<file path="src/rtl/tht_pkg.sv">
// ----------------------------------------------------------------------------
// tht_pkg: shared definitions for the tombstone hash table
// Table size, slot kind codes, operation codes and the command and status
// structures that join the controller and the datapath.
// ----------------------------------------------------------------------------
package tht_pkg;

    // The table size must be a power of two: the home slot is the low tag bits.
    localparam int TABLE_SLOTS = 256;
    localparam int SLOT_W      = (TABLE_SLOTS > 1) ? $clog2(TABLE_SLOTS) : 1;
    localparam int TAG_W       = 64;
    localparam int HANDLE_W    = 64;

    localparam logic [1:0] KIND_EMPTY     = 2'd0;
    localparam logic [1:0] KIND_OCCUPIED  = 2'd1;
    localparam logic [1:0] KIND_TOMBSTONE = 2'd2;

    localparam logic OP_PUT  = 1'b0;
    localparam logic OP_TAKE = 1'b1;

    typedef logic [SLOT_W-1:0] slot_idx_t;

    typedef struct packed {
        logic [1:0]          kind;
        logic [TAG_W-1:0]    tag;
        logic [HANDLE_W-1:0] handle;
    } slot_row_t;

    // Controller to datapath.
    typedef struct packed {
        logic load;         // latch a new transaction and reset the probe
        logic rd;           // read the slot at the probe position
        logic note_tomb;    // remember the probe position as first tombstone
        logic advance;      // move the probe to the next slot
        logic wr;           // write a slot
        logic wr_tomb_kind; // the write turns the slot into a tombstone
        logic wr_at_tomb;   // write at the remembered tombstone, not the probe
        logic done;         // capture the result
        logic ok;           // result success flag
    } tht_cmd_t;

    // Datapath to controller.
    typedef struct packed {
        logic       op;
        logic [1:0] kind;
        logic       tag_match;
        logic       last;
        logic       have_tomb;
    } tht_sts_t;

endpackage

</file>
<file path="src/rtl/tht_ctrl.sv">
// ----------------------------------------------------------------------------
// tht_ctrl: probe sequencer
// Steps each transaction through read and evaluate states, one slot per
// probe, and owns the input ready and the result valid.
// ----------------------------------------------------------------------------
module tht_ctrl import tht_pkg::*; (
    input  logic     aclk,
    input  logic     aresetn,
    input  logic     s_valid,
    output logic     s_ready,
    output logic     m_valid,
    input  logic     m_ready,
    input  tht_sts_t sts,
    output tht_cmd_t cmd
);

    localparam logic [1:0] ST_IDLE = 2'd0;
    localparam logic [1:0] ST_READ = 2'd1;
    localparam logic [1:0] ST_EVAL = 2'd2;

    logic [1:0] state_reg, state_next;
    logic       m_valid_reg, m_valid_next;

    logic out_free;
    logic is_put, put_empty, put_first_tomb, take_hit, take_empty;

    assign s_ready  = (state_reg == ST_IDLE);
    assign m_valid  = m_valid_reg;
    assign out_free = !m_valid_reg || m_ready;

    assign is_put         = (sts.op == OP_PUT);
    assign put_empty      = is_put && (sts.kind == KIND_EMPTY);
    assign put_first_tomb = is_put && (sts.kind == KIND_TOMBSTONE) && !sts.have_tomb;
    assign take_hit       = !is_put && (sts.kind == KIND_OCCUPIED) && sts.tag_match;
    assign take_empty     = !is_put && (sts.kind == KIND_EMPTY);

    always_comb begin
        cmd          = '0;
        state_next   = state_reg;
        m_valid_next = m_valid_reg;
        if (m_valid_reg && m_ready) begin
            m_valid_next = 1'b0;
        end
        case (state_reg)
            ST_IDLE: begin
                if (s_valid) begin
                    cmd.load   = 1'b1;
                    state_next = ST_READ;
                end
            end
            ST_READ: begin
                cmd.rd     = 1'b1;
                state_next = ST_EVAL;
            end
            ST_EVAL: begin
                if (put_empty || take_hit || take_empty || sts.last) begin
                    // Finishing: wait here until the result register is free.
                    if (out_free) begin
                        cmd.done     = 1'b1;
                        m_valid_next = 1'b1;
                        state_next   = ST_IDLE;
                        if (put_empty) begin
                            cmd.wr         = 1'b1;
                            cmd.wr_at_tomb = sts.have_tomb;
                            cmd.ok         = 1'b1;
                        end else if (take_hit) begin
                            cmd.wr           = 1'b1;
                            cmd.wr_tomb_kind = 1'b1;
                            cmd.ok           = 1'b1;
                        end else if (is_put && (sts.have_tomb || put_first_tomb)) begin
                            // Whole probe without an empty slot: reuse a tombstone.
                            cmd.wr         = 1'b1;
                            cmd.wr_at_tomb = sts.have_tomb;
                            cmd.ok         = 1'b1;
                        end
                    end
                end else begin
                    cmd.note_tomb = put_first_tomb;
                    cmd.advance   = 1'b1;
                    state_next    = ST_READ;
                end
            end
            default: begin
                state_next = ST_IDLE;
            end
        endcase
    end

    always_ff @(posedge aclk) begin
        if (!aresetn) begin
            state_reg   <= ST_IDLE;
            m_valid_reg <= 1'b0;
        end else begin
            state_reg   <= state_next;
            m_valid_reg <= m_valid_next;
        end
    end

endmodule

</file>
<file path="config.mk">
export PLATFORM = sky130hd
export DESIGN_NAME = tht_ctrl
export DESIGN_NICKNAME = d
export VERILOG_FILES = /design/src/rtl/tht_pkg.sv /design/src/rtl/tht_ctrl.sv
export SDC_FILE = /design/constraint.sdc
export NUM_CORES = 1
export LEC_CHECK = 0
export BUFFER_PORTS_ARGS = -buffer_cell sky130_fd_sc_hd__buf_2
export CORE_AREA = 10 10 47 49
export CTS_BUF_LIST = sky130_fd_sc_hd__clkbuf_4
export CTS_CLUSTER_DIAMETER = 40
export CTS_CLUSTER_SIZE = 14
export DETAILED_ROUTE_END_ITERATION = 7
export DIE_AREA = 0 0 57 59
export PLACE_DENSITY_LB_ADDON = 0.08
export SYNTH_ARGS = -nofsm -noshare
export SYNTH_HDL_FRONTEND = slang
export SYNTH_SLANG_ARGS = --single-unit
</file>
<file path="constraint.sdc">
create_clock -name aclk -period 1.05 [get_ports aclk]
set_clock_uncertainty 0.05 [all_clocks]
set_input_delay 0.105 -clock aclk [delete_from_list [all_inputs] [get_ports aclk]]
set_output_delay 0.105 -clock aclk [all_outputs]
set_load 0.005 [all_outputs]
</file>
==> flow_summary.yaml <==
sta:
  tightest_slew_ps: 288
  tns_ps: -1540
  slew_violations: 0
  max_freq_mhz: 766
  min_period_over_period_pct: 124
  finalHoldViolations: 0
  setup_viol: 9
  rsz0062_at_grt: "true"
  hold_ws_ps: 81.9
  slew_headroom_pct: 80.8
  period_needed_ps: 1310
  finalWorstSetupSlack_ps: -255
clocking:
  cts_tree: "built"
  clk_latency_ps: 240
  clockBufferDepth: 2
  cts-htree-levels: 1
  clk_pin_slew_ps: 40
  cts-root-buf: "clkbuf_4"
  clock_sinks: 3
  cts_made_buffers: 3
synth:
  ys_ff_latch: 3
  synthCells: 33
  ys_warn_count: 0
  ys_seq_area_share_pct: 23.4
  syn_nets: 43
  synth_cell_type_count: 19
  syn_area_per_cell_um2: 7.77
  syn-cell-area_um2: 256
grt:
  overflow: 0
  antenna_found_initial: 0
  grt_pass1_wl_um: 1500
  track_usage_pct: 5.59
  grt_pass1_vias: 369
  grt_max_degree: 7
layout:
  largest_reg_flops: 2
  layout.cells.most_common: "buf_2"
  area_delta_synth_final_pct: 119
  fin_nets: 77
  final_cell_mix: "20 x buf_2, 7 x buf_4, 4 x clkbuf_4, 4 x buf_6"
  n_antenna_cell: 0
  final_cell_area_um2: 562
  final_layout_size_suffix_gt1_share_pct: 74.2
floorplan:
  core_area_mm2: 0.00140
  die_area_mm2: 0.00336
  num_rows: 14
  chipWidth_um: 57
  die_h_um: 59
  start_util_pct: 18.3
  io_pins: 21
worst_hold_path:
  min_to: "m_valid$_SDFF_PN0_"
  hp-class: "in -> reg"
  hold_path_depth: 3
  min-delay-start: "aresetn"
route:
  routed_wirelength_um: 978
  vias_per_cell: 4.52
  wire_per_inst_um: 11.9
  drtIter0Drc: 1
  ant_nets: 0
  vias: 371
  route.detailed.drc: 0
  dr.pass1.iters: 2
placement:
  port_buffers: 20
  dpl_cell_area_um2: 447
  gp_congestion: 0.703
  hpwlAfterDp_um: 801
pwr:
  pwr_density_cell_mw_per_mm2: 892
  power.leakage_nw: 0.266
  ir_worst_vdd_uv: 773
worst_setup_path:
  cp-start-kind: "flip-flop"
  critPathRequiredTime_ps: 890
  critPathMaxFanout: 5
  critical_path_arrival_ps: 1150
  r2r_end: "state_reg[0]$_SDFFE_PN0P_"
  rr_worst_depth: 3
  end_kind: "primary output"
  path_class: "reg -> out"
  reg2reg_setup_slack_ps: 30
  r2r-start: "state_reg[1]$_SDFFE_PN0P_"
run_status:
  violations: "setup timing"
  outcome: "finished with violations"
flow_run:
  cap_violations: 0
[cells by family (layout without fill, tap and decap cells)]
kind of cell	Yosys count	count (layout)	synth area share, %
AOI/OAI and AO/OA	6	6	19.5
buffers and inverters	3	36	7.31
DFF	3	3	23.4
and+or+nand+nor	21	21	49.8
[per-stage QoR]
step                worst slack, ps  util, %  total power [W]  instances
floorplan                     -19.5        -         0.000186         33
global placement              -93.5     31.9         0.000250         75
detailed placement            -81.3     31.9         0.000248         75
CTS                            -263     37.7         0.000506         81
global route                   -312     40.1         0.000542         82
finish                         -255     40.1         0.000501         82
[worst max path at each step]
stage	startpoint	to
3_3_place_gp	sts[5]	cmd[5]
3_5_place_dp	sts[5]	cmd[5]
5_1_grt	m_valid$_SDFF_PN0_	cmd[2]
6_report	state_reg[0]$_SDFFE_PN0P_	cmd[4]
4_1_cts	m_valid$_SDFF_PN0_	cmd[4]
2_1_floorplan	state_reg[0]$_SDFFE_PN0P_	cmd[4]
[layer usage]
| metal | GRT usage, % | vias up | wire (um) |
|---|---|---|---|
| met5 | 0 | - | 0 |
| met4 | 1.01 | 0 | 0 |
| met3 | 5.36 | 0 | 129 |
| met2 | 9.30 | 15 | 486 |
| met1 | 4.92 | 172 | 362 |
| li1 | - | 184 | - |
[where the power goes]
| part | total [W] | switching (W) | internal (W) |
|---|---|---|---|
| sequential | 0.000126 | 0.00000489 | 0.000122 |
| clock | 0.000231 | 0.0000631 | 0.000168 |
| combinational | 0.000143 | 0.0000629 | 0.0000805 |
[critical path, stage by stage, from the launching register on]
cell and delay, ps:
dfxtp_2 310, nand2b_4 170, nor4b_4 280, buf_2 150
[layout make-up]
| cell class | instances | area, um^2 |
|---|---|---|
| clock buffers | 4 | 30.0 |
| fillers | 159 | 840 |
| inverters | 1 | 3.75 |
| multi-input cells | 27 | 246 |
| flip-flops and latches | 3 | 63.8 |
| well taps | 16 | 20.0 |
| repair buffers | 31 | 198 |
[Yosys cell counts]
cell type	count	area [um^2]
nor2_1	1	3.75
nand3_1	1	5.00
inv_1	1	3.75
nand2_1	3	11.3
a21bo_2	1	10.0
nand2b_1	2	12.5
o21ai_0	3	15.0
nor2b_1	4	25.0
nand4b_1	1	8.76
and2_1	2	12.5
or3_1	1	6.26
a31o_2	1	8.76
nor4_1	3	18.8
nor3_1	1	5.00
a21oi_4	1	16.3
nor4bb_1	1	10.0
dfxtp_1	3	60.1
buf_4	2	15.0
nor4b_1	1	8.76
[what timing repair did]
item	in CTS	in global routing
gates cloned	0	0
gates resized for setup	9	6
setup endpoints to repair	10	12
buffers inserted	2	1
pin swaps	3	0
hold buffers	0	0
Power figures use the tool's default switching activity.
